## src/ldom_pkg.sv

```systemverilog
// Shared types, constants and helpers for the last-day-of-month pipeline.
package ldom_pkg;

	// Mode codes of an input word
	localparam logic MODE_DAYS   = 1'b0;
	localparam logic MODE_MICROS = 1'b1;

	// Time scale
	localparam longint unsigned SEC_PER_DAY = 64'd86400;
	localparam longint unsigned US_PER_SEC  = 64'd1000000;
	localparam longint unsigned US_PER_DAY  = SEC_PER_DAY * US_PER_SEC;

	// Microsecond to day split: a day in microseconds is an odd part shifted left
	localparam int unsigned DAY_SH  = 13;
	localparam int unsigned REM_W   = 38;
	localparam int unsigned QDAY_W  = 27;
	localparam longint unsigned US_DAY_ODD = US_PER_DAY >> DAY_SH;
	localparam int unsigned RCP_DAY_SH = 64;
	localparam logic [27:0] RCP_US_DAY = 28'((65'd1 << RCP_DAY_SH) / 65'(US_PER_DAY));

	// Gregorian 400-year cycle
	localparam int unsigned DAYS_PER_ERA  = 146097;
	localparam int unsigned DAYS_PER_100Y = 36524;
	localparam int unsigned DAYS_PER_4Y   = 1460;
	localparam int unsigned DAYS_PER_YEAR = 365;
	localparam int unsigned YEARS_PER_CENT = 100;
	localparam int unsigned EPOCH_SHIFT   = 719468;
	localparam int unsigned ERA_BIAS      = 14700;
	localparam logic [32:0] ERA_OFS =
		33'(longint'(EPOCH_SHIFT) + longint'(ERA_BIAS) * longint'(DAYS_PER_ERA));
	localparam int unsigned ERA_SH  = 48;
	localparam logic [30:0] RCP_ERA = 31'((64'd1 << ERA_SH) / 64'(DAYS_PER_ERA));

	localparam int unsigned DOE_W = 18;
	localparam int unsigned DOY_W = 9;
	localparam int unsigned YOE_W = 9;

	// Exact reciprocals for narrow operands: ceil(2^k / d)
	localparam int unsigned RCP_4Y_SH  = 29;
	localparam logic [18:0] RCP_4Y     =
		19'(((64'd1 << RCP_4Y_SH) + 64'(DAYS_PER_4Y) - 64'd1) / 64'(DAYS_PER_4Y));
	localparam int unsigned RCP_YEAR_SH = 27;
	localparam logic [18:0] RCP_YEAR   =
		19'(((64'd1 << RCP_YEAR_SH) + 64'(DAYS_PER_YEAR) - 64'd1) / 64'(DAYS_PER_YEAR));
	localparam int unsigned RCP_CENT_SH = 16;
	localparam logic [9:0]  RCP_CENT   =
		10'(((64'd1 << RCP_CENT_SH) + 64'(YEARS_PER_CENT) - 64'd1) / 64'(YEARS_PER_CENT));
	localparam int unsigned MONTH_DIV   = 153;
	localparam int unsigned RCP_MON_SH  = 19;
	localparam logic [11:0] RCP_MON    =
		12'(((64'd1 << RCP_MON_SH) + 64'(MONTH_DIV) - 64'd1) / 64'(MONTH_DIV));

	typedef struct packed {
		logic               mode;
		logic signed [63:0] value;
		logic               is_null;
		logic               last_row;
	} row_t;

	typedef struct packed {
		logic signed [31:0] result_days;
		logic               result_null;
		logic               last_row_out;
	} res_t;

	typedef struct packed {
		logic signed [31:0] days;
		logic               is_null;
		logic               last_row;
	} day_t;

	typedef struct packed {
		logic [DOE_W-1:0] doe;
		day_t             day;
	} doe_t;

	// Day of a March-based year on which month mp ends
	function automatic logic [DOY_W-1:0] month_end_doy(input logic [3:0] mp,
		input logic leap);
		logic [DOY_W-1:0] e;
		unique case (mp)
			4'd0:    e = 9'd30;
			4'd1:    e = 9'd60;
			4'd2:    e = 9'd91;
			4'd3:    e = 9'd121;
			4'd4:    e = 9'd152;
			4'd5:    e = 9'd183;
			4'd6:    e = 9'd213;
			4'd7:    e = 9'd244;
			4'd8:    e = 9'd274;
			4'd9:    e = 9'd305;
			4'd10:   e = 9'd336;
			4'd11:   e = leap ? 9'd365 : 9'd364;
			default: e = 9'd0;
		endcase
		return e;
	endfunction

endpackage

```

## src/last_day_of_month_days.sv

```systemverilog
// Top level: rows in, last day of the row's month out, 16-stage pipeline.
//
// Input channel row_valid / row_stall / row carries one word per row: a mode
// (day count or microsecond timestamp), the 64-bit value, a null flag and the
// batch end marker. Output channel res_valid / res_stall / res returns one word
// per row, in order: the day count of the last day of that month, a null flag
// (null input, or a result beyond the signed 32-bit range) and the batch marker.
// A word moves when valid is high and stall is low at a rising edge of clk.
//
// The pipeline takes one row every cycle while res_stall is low. The depth
// comes from three reciprocal multiply and correct steps (microseconds to days,
// days to 400-year cycle, cycle day to year and month), each spread over its
// own stages.
//
// arst_n clears every stage valid bit at once; the block is ready in the first
// cycle after reset. While res_stall is high the result word holds, the stages
// behind it keep closing up bubbles, and row_stall rises only once every stage
// holds a word.
module last_day_of_month_days
	import ldom_pkg::*;
(
	input  logic clk,
	input  logic arst_n,
	input  logic row_valid,
	output logic row_stall,
	input  row_t row,
	output logic res_valid,
	input  logic res_stall,
	output res_t res
);

	logic day_valid, day_stall;
	day_t day;
	logic doe_valid, doe_stall;
	doe_t doe;

	ldom_days u_days (
		.clk       (clk),
		.arst_n    (arst_n),
		.row_valid (row_valid),
		.row_stall (row_stall),
		.row       (row),
		.day_valid (day_valid),
		.day_stall (day_stall),
		.day       (day)
	);

	ldom_era u_era (
		.clk       (clk),
		.arst_n    (arst_n),
		.day_valid (day_valid),
		.day_stall (day_stall),
		.day       (day),
		.doe_valid (doe_valid),
		.doe_stall (doe_stall),
		.doe       (doe)
	);

	ldom_month u_month (
		.clk       (clk),
		.arst_n    (arst_n),
		.doe_valid (doe_valid),
		.doe_stall (doe_stall),
		.doe       (doe),
		.res_valid (res_valid),
		.res_stall (res_stall),
		.res       (res)
	);

endmodule

```

## src/ldom_days.sv

```systemverilog
// Stages 1 to 5: turn a row into a signed day count since the epoch.
module ldom_days
	import ldom_pkg::*;
(
	input  logic clk,
	input  logic arst_n,
	input  logic row_valid,
	output logic row_stall,
	input  row_t row,
	output logic day_valid,
	input  logic day_stall,
	output day_t day
);

	typedef struct packed {
		logic        mode;
		logic        neg;
		logic [31:0] d32;
		logic        is_null;
		logic        last_row;
	} tag_t;

	logic vld_s1, vld_s2, vld_s3, vld_s4, vld_s5;
	logic adv_s1, adv_s2, adv_s3, adv_s4, adv_s5;

	logic [63:0]       a_s1;
	tag_t              tag_s1, tag_s2, tag_s3, tag_s4;
	logic [QDAY_W-1:0] qe_s2, qe_s3, q_s4;
	logic [REM_W-1:0]  rlo_s2, r_s3;
	logic              frac_s4;
	day_t              day_s5;

	logic [63:0]       a_abs;
	logic [59:0]       hp;
	logic [50:0]       qp;
	logic [REM_W-1:0]  rem;
	logic              ge, frac;
	logic [31:0]       qx, days_c;

	always_comb begin
		adv_s5 = !vld_s5 || !day_stall;
		adv_s4 = !vld_s4 || adv_s5;
		adv_s3 = !vld_s3 || adv_s4;
		adv_s2 = !vld_s2 || adv_s3;
		adv_s1 = !vld_s1 || adv_s2;
	end
	assign row_stall = !adv_s1;

	always_ff @(posedge clk or negedge arst_n) begin
		if (!arst_n) begin
			vld_s1 <= 1'b0;
			vld_s2 <= 1'b0;
			vld_s3 <= 1'b0;
			vld_s4 <= 1'b0;
			vld_s5 <= 1'b0;
		end else begin
			if (adv_s1) vld_s1 <= row_valid;
			if (adv_s2) vld_s2 <= vld_s1;
			if (adv_s3) vld_s3 <= vld_s2;
			if (adv_s4) vld_s4 <= vld_s3;
			if (adv_s5) vld_s5 <= vld_s4;
		end
	end

	// Work on the magnitude of the microsecond count
	assign a_abs = row.value[63] ? (~row.value + 64'd1) : row.value;

	// Quotient estimate from the high word, low by at most one
	assign hp = 60'(a_s1[63:32]) * 60'(RCP_US_DAY);

	// Remainder fits below two days, so low bits suffice
	assign qp  = 51'(qe_s2) * 51'(US_DAY_ODD);
	assign rem = rlo_s2 - {qp[REM_W-DAY_SH-1:0], {DAY_SH{1'b0}}};

	assign ge   = r_s3 >= REM_W'(US_PER_DAY);
	assign frac = ge ? (r_s3 >= REM_W'(US_PER_DAY + US_PER_SEC))
		: (r_s3 >= REM_W'(US_PER_SEC));

	// Negative side: truncate to seconds, then floor to days
	always_comb begin
		qx = {{(32-QDAY_W){1'b0}}, q_s4};
		if (tag_s4.mode == MODE_MICROS) begin
			days_c = tag_s4.neg ? (~qx + {31'd0, ~frac_s4}) : qx;
		end else begin
			days_c = tag_s4.d32;
		end
	end

	always_ff @(posedge clk) begin
		if (adv_s1) begin
			a_s1           <= a_abs;
			tag_s1.mode    <= row.mode;
			tag_s1.neg     <= row.value[63];
			tag_s1.d32     <= row.value[31:0];
			tag_s1.is_null <= row.is_null;
			tag_s1.last_row <= row.last_row;
		end
		if (adv_s2) begin
			qe_s2  <= hp[RCP_DAY_SH-32+QDAY_W-1:RCP_DAY_SH-32];
			rlo_s2 <= a_s1[REM_W-1:0];
			tag_s2 <= tag_s1;
		end
		if (adv_s3) begin
			qe_s3  <= qe_s2;
			r_s3   <= rem;
			tag_s3 <= tag_s2;
		end
		if (adv_s4) begin
			q_s4    <= qe_s3 + QDAY_W'(ge);
			frac_s4 <= frac;
			tag_s4  <= tag_s3;
		end
		if (adv_s5) begin
			day_s5.days     <= days_c;
			day_s5.is_null  <= tag_s4.is_null;
			day_s5.last_row <= tag_s4.last_row;
		end
	end

	assign day_valid = vld_s5;
	assign day       = day_s5;

	a_rem_bound: assert property (@(posedge clk) disable iff (!arst_n)
		vld_s3 |-> (r_s3 < REM_W'(2 * US_PER_DAY)))
		else $error("day remainder beyond one correction step");

endmodule

```

## src/ldom_era.sv

```systemverilog
// Stages 6 to 9: reduce a day count to its day within the 400-year cycle.
module ldom_era
	import ldom_pkg::*;
(
	input  logic clk,
	input  logic arst_n,
	input  logic day_valid,
	output logic day_stall,
	input  day_t day,
	output logic doe_valid,
	input  logic doe_stall,
	output doe_t doe
);

	logic vld_s6, vld_s7, vld_s8, vld_s9;
	logic adv_s6, adv_s7, adv_s8, adv_s9;

	logic [32:0]      u_s6;
	logic [15:0]      qe_s7;
	logic [18:0]      ulo_s7, r_s8;
	day_t             day_s6, day_s7, day_s8;
	doe_t             doe_s9;

	logic [63:0]      up;
	logic [33:0]      ep;
	logic [DOE_W-1:0] doe_c;

	always_comb begin
		adv_s9 = !vld_s9 || !doe_stall;
		adv_s8 = !vld_s8 || adv_s9;
		adv_s7 = !vld_s7 || adv_s8;
		adv_s6 = !vld_s6 || adv_s7;
	end
	assign day_stall = !adv_s6;

	always_ff @(posedge clk or negedge arst_n) begin
		if (!arst_n) begin
			vld_s6 <= 1'b0;
			vld_s7 <= 1'b0;
			vld_s8 <= 1'b0;
			vld_s9 <= 1'b0;
		end else begin
			if (adv_s6) vld_s6 <= day_valid;
			if (adv_s7) vld_s7 <= vld_s6;
			if (adv_s8) vld_s8 <= vld_s7;
			if (adv_s9) vld_s9 <= vld_s8;
		end
	end

	// Era quotient estimate, low by at most one
	assign up = 64'(u_s6) * 64'(RCP_ERA);
	assign ep = 34'(qe_s7) * 34'(DAYS_PER_ERA);
	assign doe_c = (r_s8 >= 19'(DAYS_PER_ERA)) ? DOE_W'(r_s8 - 19'(DAYS_PER_ERA))
		: r_s8[DOE_W-1:0];

	always_ff @(posedge clk) begin
		if (adv_s6) begin
			// Bias by whole eras so the shifted count stays positive
			u_s6   <= {day.days[31], day.days} + ERA_OFS;
			day_s6 <= day;
		end
		if (adv_s7) begin
			qe_s7  <= up[ERA_SH+15:ERA_SH];
			ulo_s7 <= u_s6[18:0];
			day_s7 <= day_s6;
		end
		if (adv_s8) begin
			r_s8   <= ulo_s7 - ep[18:0];
			day_s8 <= day_s7;
		end
		if (adv_s9) begin
			doe_s9.doe <= doe_c;
			doe_s9.day <= day_s8;
		end
	end

	assign doe_valid = vld_s9;
	assign doe       = doe_s9;

	a_era_rem: assert property (@(posedge clk) disable iff (!arst_n)
		vld_s8 |-> (r_s8 < 19'(2 * DAYS_PER_ERA)))
		else $error("era remainder beyond one correction step");

endmodule

```

## src/ldom_month.sv

```systemverilog
// Stages 10 to 16: find the month of the cycle day and its last day count.
module ldom_month
	import ldom_pkg::*;
(
	input  logic clk,
	input  logic arst_n,
	input  logic doe_valid,
	output logic doe_stall,
	input  doe_t doe,
	output logic res_valid,
	input  logic res_stall,
	output res_t res
);

	logic vld_s10, vld_s11, vld_s12, vld_s13, vld_s14, vld_s15, vld_s16;
	logic adv_s10, adv_s11, adv_s12, adv_s13, adv_s14, adv_s15, adv_s16;

	doe_t             w_s10, w_s11, w_s12, w_s13;
	day_t             day_s14, day_s15;
	logic [6:0]       f_s10;
	logic [2:0]       c_s10;
	logic             top_s10;
	logic [DOE_W-1:0] n_s11;
	logic [YOE_W-1:0] yoe_s12;
	logic [DOE_W-1:0] yb_s13;
	logic             leap_s13, leap_s14, leap_s15;
	logic [DOY_W-1:0] doy_s14, doy_s15;
	logic [3:0]       mp_s15;
	res_t             res_s16;

	logic [36:0]      fp, yp;
	logic [18:0]      hq;
	logic [9:0]       t;
	logic             leap;
	logic [10:0]      mx;
	logic [22:0]      mq;
	logic [32:0]      sum;
	logic             ovf;

	always_comb begin
		adv_s16 = !vld_s16 || !res_stall;
		adv_s15 = !vld_s15 || adv_s16;
		adv_s14 = !vld_s14 || adv_s15;
		adv_s13 = !vld_s13 || adv_s14;
		adv_s12 = !vld_s12 || adv_s13;
		adv_s11 = !vld_s11 || adv_s12;
		adv_s10 = !vld_s10 || adv_s11;
	end
	assign doe_stall = !adv_s10;

	always_ff @(posedge clk or negedge arst_n) begin
		if (!arst_n) begin
			vld_s10 <= 1'b0;
			vld_s11 <= 1'b0;
			vld_s12 <= 1'b0;
			vld_s13 <= 1'b0;
			vld_s14 <= 1'b0;
			vld_s15 <= 1'b0;
			vld_s16 <= 1'b0;
		end else begin
			if (adv_s10) vld_s10 <= doe_valid;
			if (adv_s11) vld_s11 <= vld_s10;
			if (adv_s12) vld_s12 <= vld_s11;
			if (adv_s13) vld_s13 <= vld_s12;
			if (adv_s14) vld_s14 <= vld_s13;
			if (adv_s15) vld_s15 <= vld_s14;
			if (adv_s16) vld_s16 <= vld_s15;
		end
	end

	assign fp = 37'(doe.doe) * 37'(RCP_4Y);
	assign yp = 37'(n_s11) * 37'(RCP_YEAR);
	assign hq = 19'(yoe_s12) * 19'(RCP_CENT);

	// Year after yoe is the one holding February of this March-based year
	assign t    = 10'(yoe_s12) + 10'd1;
	assign leap = (t[1:0] == 2'b00) && (t != 10'(YEARS_PER_CENT))
		&& (t != 10'(2 * YEARS_PER_CENT)) && (t != 10'(3 * YEARS_PER_CENT));

	assign mx = 11'(doy_s14) * 11'd5 + 11'd2;
	assign mq = 23'(mx) * 23'(RCP_MON);

	// Advance from the current day to the month's last day
	assign sum = {day_s15.days[31], day_s15.days}
		+ 33'(month_end_doy(mp_s15, leap_s15)) - 33'(doy_s15);
	assign ovf = sum[32] ^ sum[31];

	always_ff @(posedge clk) begin
		if (adv_s10) begin
			f_s10   <= fp[RCP_4Y_SH+6:RCP_4Y_SH];
			c_s10   <= 3'(doe.doe >= DOE_W'(DAYS_PER_100Y))
				+ 3'(doe.doe >= DOE_W'(2 * DAYS_PER_100Y))
				+ 3'(doe.doe >= DOE_W'(3 * DAYS_PER_100Y))
				+ 3'(doe.doe >= DOE_W'(4 * DAYS_PER_100Y));
			top_s10 <= doe.doe == DOE_W'(DAYS_PER_ERA - 1);
			w_s10   <= doe;
		end
		if (adv_s11) begin
			n_s11 <= w_s10.doe - DOE_W'(f_s10) + DOE_W'(c_s10) - DOE_W'(top_s10);
			w_s11 <= w_s10;
		end
		if (adv_s12) begin
			yoe_s12 <= yp[RCP_YEAR_SH+YOE_W-1:RCP_YEAR_SH];
			w_s12   <= w_s11;
		end
		if (adv_s13) begin
			yb_s13   <= DOE_W'(yoe_s12) * DOE_W'(DAYS_PER_YEAR) + DOE_W'(yoe_s12[8:2])
				- DOE_W'(hq[RCP_CENT_SH+1:RCP_CENT_SH]);
			leap_s13 <= leap;
			w_s13    <= w_s12;
		end
		if (adv_s14) begin
			doy_s14  <= DOY_W'(w_s13.doe - yb_s13);
			leap_s14 <= leap_s13;
			day_s14  <= w_s13.day;
		end
		if (adv_s15) begin
			mp_s15   <= mq[RCP_MON_SH+3:RCP_MON_SH];
			doy_s15  <= doy_s14;
			leap_s15 <= leap_s14;
			day_s15  <= day_s14;
		end
		if (adv_s16) begin
			// Drop the value of null rows and of sums past the signed range
			res_s16.result_days  <= (day_s15.is_null || ovf) ? 32'sd0 : sum[31:0];
			res_s16.result_null  <= day_s15.is_null || ovf;
			res_s16.last_row_out <= day_s15.last_row;
		end
	end

	assign res_valid = vld_s16;
	assign res       = res_s16;

	a_yoe_range: assert property (@(posedge clk) disable iff (!arst_n)
		vld_s12 |-> (yoe_s12 < YOE_W'(4 * YEARS_PER_CENT)))
		else $error("year of era out of range");

	a_mp_range: assert property (@(posedge clk) disable iff (!arst_n)
		vld_s15 |-> (mp_s15 <= 4'd11))
		else $error("month index out of range");

	a_doy_in_month: assert property (@(posedge clk) disable iff (!arst_n)
		vld_s15 |-> (doy_s15 <= month_end_doy(mp_s15, leap_s15)))
		else $error("day of year past the end of its month");

endmodule
```

## config.mk

```make
export PLATFORM = sky130hd
export DESIGN_NAME = last_day_of_month_days
export DESIGN_NICKNAME = d
export VERILOG_FILES = /design/src/ldom_pkg.sv /design/src/last_day_of_month_days.sv /design/src/ldom_days.sv /design/src/ldom_era.sv /design/src/ldom_month.sv
export SDC_FILE = /design/constraint.sdc
export NUM_CORES = 2
export LEC_CHECK = 0
export ABC_AREA = 1
export ABC_CLOCK_PERIOD_IN_PS = 8700
export BUFFER_PORTS_ARGS = -buffer_cell sky130_fd_sc_hd__buf_4
export CORE_MARGIN = 2
export CORE_UTILIZATION = 42
export DETAILED_ROUTE_END_ITERATION = 10
export PLACE_DENSITY = 0.61
export SLEW_MARGIN = 5
export SYNTH_ARGS = -nofsm -noshare
export SYNTH_HDL_FRONTEND = slang
export SYNTH_SLANG_ARGS = --single-unit
export TNS_END_PERCENT = 20
```

## constraint.sdc

```tcl
create_clock -name clk -period 8.7 [get_ports clk]
set_input_delay 0 -clock clk [delete_from_list [all_inputs] [get_ports clk]]
set_output_delay 0 -clock clk [all_outputs]
set_load 0.005 [all_outputs]
```

==> impl_metrics.tcl <==
set metrics [dict create \
    synth.yosys.warnings 0 \
    ctsRootBufferMaster "sky130_fd_sc_hd__clkbuf_16" \
    synth_enable_flop_cells 972 \
    drt_iter0_drc 3714 \
    maxSlewHeadroom_pct 27.7 \
    postSynthRegisterBits 988 \
    dpl_cells 13000 \
    tritoncts "built" \
    largest_net_degree_at_the_start_of_global_routing 67 \
    worst_pin_slew_ns 1.08 \
    setup_violations 0 \
    slowest_delay_ns 0.56 \
    postSynthCellCount 9683 \
    failed_checks "design-rule violations" \
    timing.critical_path.required_ns 9.22 \
    clock_latency_ns 0.79 \
    postCtsResizedCells 0 \
    synthTopCellsByArea "sky130_fd_sc_hd__edfxtp_1 (29%), sky130_fd_sc_hd__fa_1 (26%), sky130_fd_sc_hd__ha_1 (18%)" \
    dp_hpwl_mm 224 \
    post-synth-top-area-fraction_pct 29.1 \
    timing_max_transition_violations_final 0 \
    critical_path.most_common_cell "sky130_fd_sc_hd__inv_1" \
    synth.top_cells.by_count "sky130_fd_sc_hd__inv_1 (2610), sky130_fd_sc_hd__ha_1 (1416), sky130_fd_sc_hd__fa_1 (1305), sky130_fd_sc_hd__nand2_1 (1026), sky130_fd_sc_hd__edfxtp_1 (972)" \
    async_flop_share_pct 1.62 \
    summed_negative_setup_slack_over_all_endpoints_ns 0 \
    synth_most_common_cell "sky130_fd_sc_hd__inv_1" \
    worst_clock_skew_ns 0.0833 \
    average_wire_per_standard_cell_um 19.5 \
    grt_antenna_before_repair 8 \
    yosysUniqueCellTypes 55 \
    design.portCount 107 \
    critical_path_arrival_ns 8.36 \
    groute.usage.overall_pct 21.7 \
    cts.htree.levels 3 \
    cp_max_fo 6 \
    finalHoldViolations 0 \
    coreArea_um2 238000 \
    globalplace.congestion 0.964 \
    finish.net_count 12800 \
    outcome "finished with violations" \
    syn-cell-area_um2 100000 \
    holdCritPathClass "in -> reg" \
    area_growth_pct 9.48 \
    postRouteAntennaNets 0 \
    grt_pass1_wl_mm 405 \
    total_overflow_reported_by_the_global_router 0 \
    grt_setup_unrepaired "no" \
    die-area_um2 243000 \
    synth_area_per_cell_um2 10.4 \
    routed_wirelength_mm 259 \
    grt_pass1_vias 69500 \
    post-route-min-period_ns 7.84 \
    effective_utilization_at_floorplan_pct 42.2 \
    drt-vias-per-instance 4.90 \
    count_of_non_filler_cells_in_the_finished_layout 13300 \
    crit_path_end_kind "register" \
    rows 179 \
    mappedNetlistNets 12500 \
    fp.dieH_um 493 \
    register_area_share_after_synthesis_pct 29.5 \
    synth_area_leader_cell "sky130_fd_sc_hd__edfxtp_1" \
    ctsHoldBuffers 119 \
    timing.setup.critical_path_class "reg -> reg" \
    cpMaxStageDelayCell "sky130_fd_sc_hd__fa_1" \
    cts_made_buffers 104 \
    postCtsSetupBuffers 0 \
    postSynth.topFlopCell "sky130_fd_sc_hd__edfxtp_1" \
    drt_pass1_iterations 11 \
    cts.sink_count 988 \
    critPathLaunchType "register" \
    die_width_um 493 \
    min_period_over_period_pct 90.2 \
    max_cap_violations 0 \
    max_freq_ghz 0.127 \
    port-buffer-count 106 \
    final_layout_size_suffix_gt1_share_pct 3.61 \
    clk_pin_slew_worst_paths_ns 0.07 \
    dr_total_vias 65100 \
    detail_route.drc_violations 12 \
    cts_max_path_buffers 3 \
]
==> per-layer routing <==
layer	GRT usage (%)	part of all wire, %	up-vias
li1	-	-	31200
met1	29.1	44	32200
met2	37.4	49	1314
met3	2.35	3.8	292
met4	5.78	2.9	0
met5	0	0	-
==> flip-flops by register name, indices dropped and copies added (netlist names), 30 cells and up <==
signal           count
u_month.day_s14     34
u_month.w_s12       43
u_days.tag_s4       36
u_month.w_s13       43
u_era.day_s6        34
u_days.r_s3         33
u_month.res         34
u_days.rlo_s2       33
u_era.day_s7        34
u_days.day          34
u_days.tag_s2       35
u_era.doe           52
u_era.u_s6          30
u_month.w_s11       43
u_month.day_s15     34
u_month.w_s10       52
u_days.a_s1         58
u_days.tag_s3       35
u_era.day_s8        34
u_days.tag_s1       36
==> worst max-delay path, delay by kind of cell, from the launching register on <==
kind            cells  cell delay [ns]
fa+ha+maj           9             4.37
simple gates       11             1.35
compound gates      3             0.65
buf+inv             8             0.60
flops               1             0.51
xor+xnor            1             0.15
==> cell usage in the layout (no fill, tap or decap), types with 10 or more instances in the layout <==
cell type / n
sky130_fd_sc_hd__nor3_1: 93
sky130_fd_sc_hd__clkinv_2: 14
sky130_fd_sc_hd__nor2_2: 33
sky130_fd_sc_hd__xor2_1: 243
sky130_fd_sc_hd__nor2_1: 545
sky130_fd_sc_hd__dlygate4sd3_1: 119
sky130_fd_sc_hd__xnor2_1: 130
sky130_fd_sc_hd__o21ai_0: 266
sky130_fd_sc_hd__nand2_2: 11
sky130_fd_sc_hd__nand3b_1: 18
sky130_fd_sc_hd__nand2_1: 1023
sky130_fd_sc_hd__nand3_1: 229
sky130_fd_sc_hd__nor4_1: 39
sky130_fd_sc_hd__clkbuf_16: 104
sky130_fd_sc_hd__inv_1: 2604
sky130_fd_sc_hd__edfxtp_1: 972
sky130_fd_sc_hd__a21boi_0: 17
sky130_fd_sc_hd__buf_4: 133
sky130_fd_sc_hd__clkinv_1: 22
sky130_fd_sc_hd__nand4_1: 71
sky130_fd_sc_hd__fa_1: 1305
sky130_fd_sc_hd__clkbuf_1: 20
sky130_fd_sc_hd__a31oi_1: 41
sky130_fd_sc_hd__o21a_1: 12
sky130_fd_sc_hd__o21bai_1: 35
sky130_fd_sc_hd__or2_2: 13
sky130_fd_sc_hd__o211ai_1: 21
sky130_fd_sc_hd__a21oi_1: 385
sky130_fd_sc_hd__o31ai_1: 11
sky130_fd_sc_hd__a21o_1: 49
sky130_fd_sc_hd__dfrtp_1: 16
sky130_fd_sc_hd__ha_1: 1416
sky130_fd_sc_hd__bufinv_16: 10
==> cell type report <==
class	instances	area [um2]
clock buffers	124	2680
well taps	3167	3960
multi-input cells	6062	60900
clock inverters	66	754
inverters	2611	9800
fillers	22400	128000
repair buffers	252	2190
flip-flops and latches	988	29600
diodes	2	5.00
==> through the flow <==
step / util [%] / hold slack [ns] / instance area [um2] / setup WS [ns]
after global routing: 46.2 / 0.0310 / 110000 / 0.464
final: 46.2 / 0.0561 / 110000 / 0.856
after floorplan: - / -0.296 / 100000 / 0.464
after detailed placement: 44.3 / -0.104 / 105000 / 0.867
after CTS: 46.2 / 0.000621 / 110000 / 0.852
after global placement: 44.3 / -0.108 / 105000 / 0.704
==> path summary, 6_finish.rpt <==
path | from | to | slack [ns] | depth (start not counted)
setup / recovery | u_days.qe_s2[13] | u_days.r_s3[37] | 0.86 | 32
hold / removal | row[33] | u_days.tag_s1[33] | 0.06 | 2
setup reg to reg | u_days.qe_s2[13] | u_days.r_s3[37] | 0.86 | 32
hold reg to reg | u_days.tag_s1[17] | u_days.tag_s2[17] | 0.39 | 0
max in group asynchronous | arst_n | u_days.vld_s1 | 7.72 | 3
min in group asynchronous | arst_n | u_month.vld_s13 | 0.42 | 3
==> cell families (layout without fill, tap and decap cells) <==
| group | count (synthesis) | count (layout) | share of synthesized area [%] |
|---|---|---|---|
| AO/OA/AOI/OAI | 871 | 871 | 4.86 |
| XOR/XNOR | 373 | 373 | 3.25 |
| adder cells (fa/ha/maj) | 2721 | 2721 | 43.7 |
| buffers and inverters | 2633 | 3053 | 9.87 |
| flip-flops | 988 | 988 | 29.5 |
| other | 0 | 2 | 0 |
| AND/OR/NAND/NOR | 2097 | 2097 | 8.86 |
Power is not shown: default switching activity piles up to over one toggle a cycle in this logic, so the estimate is an artifact.
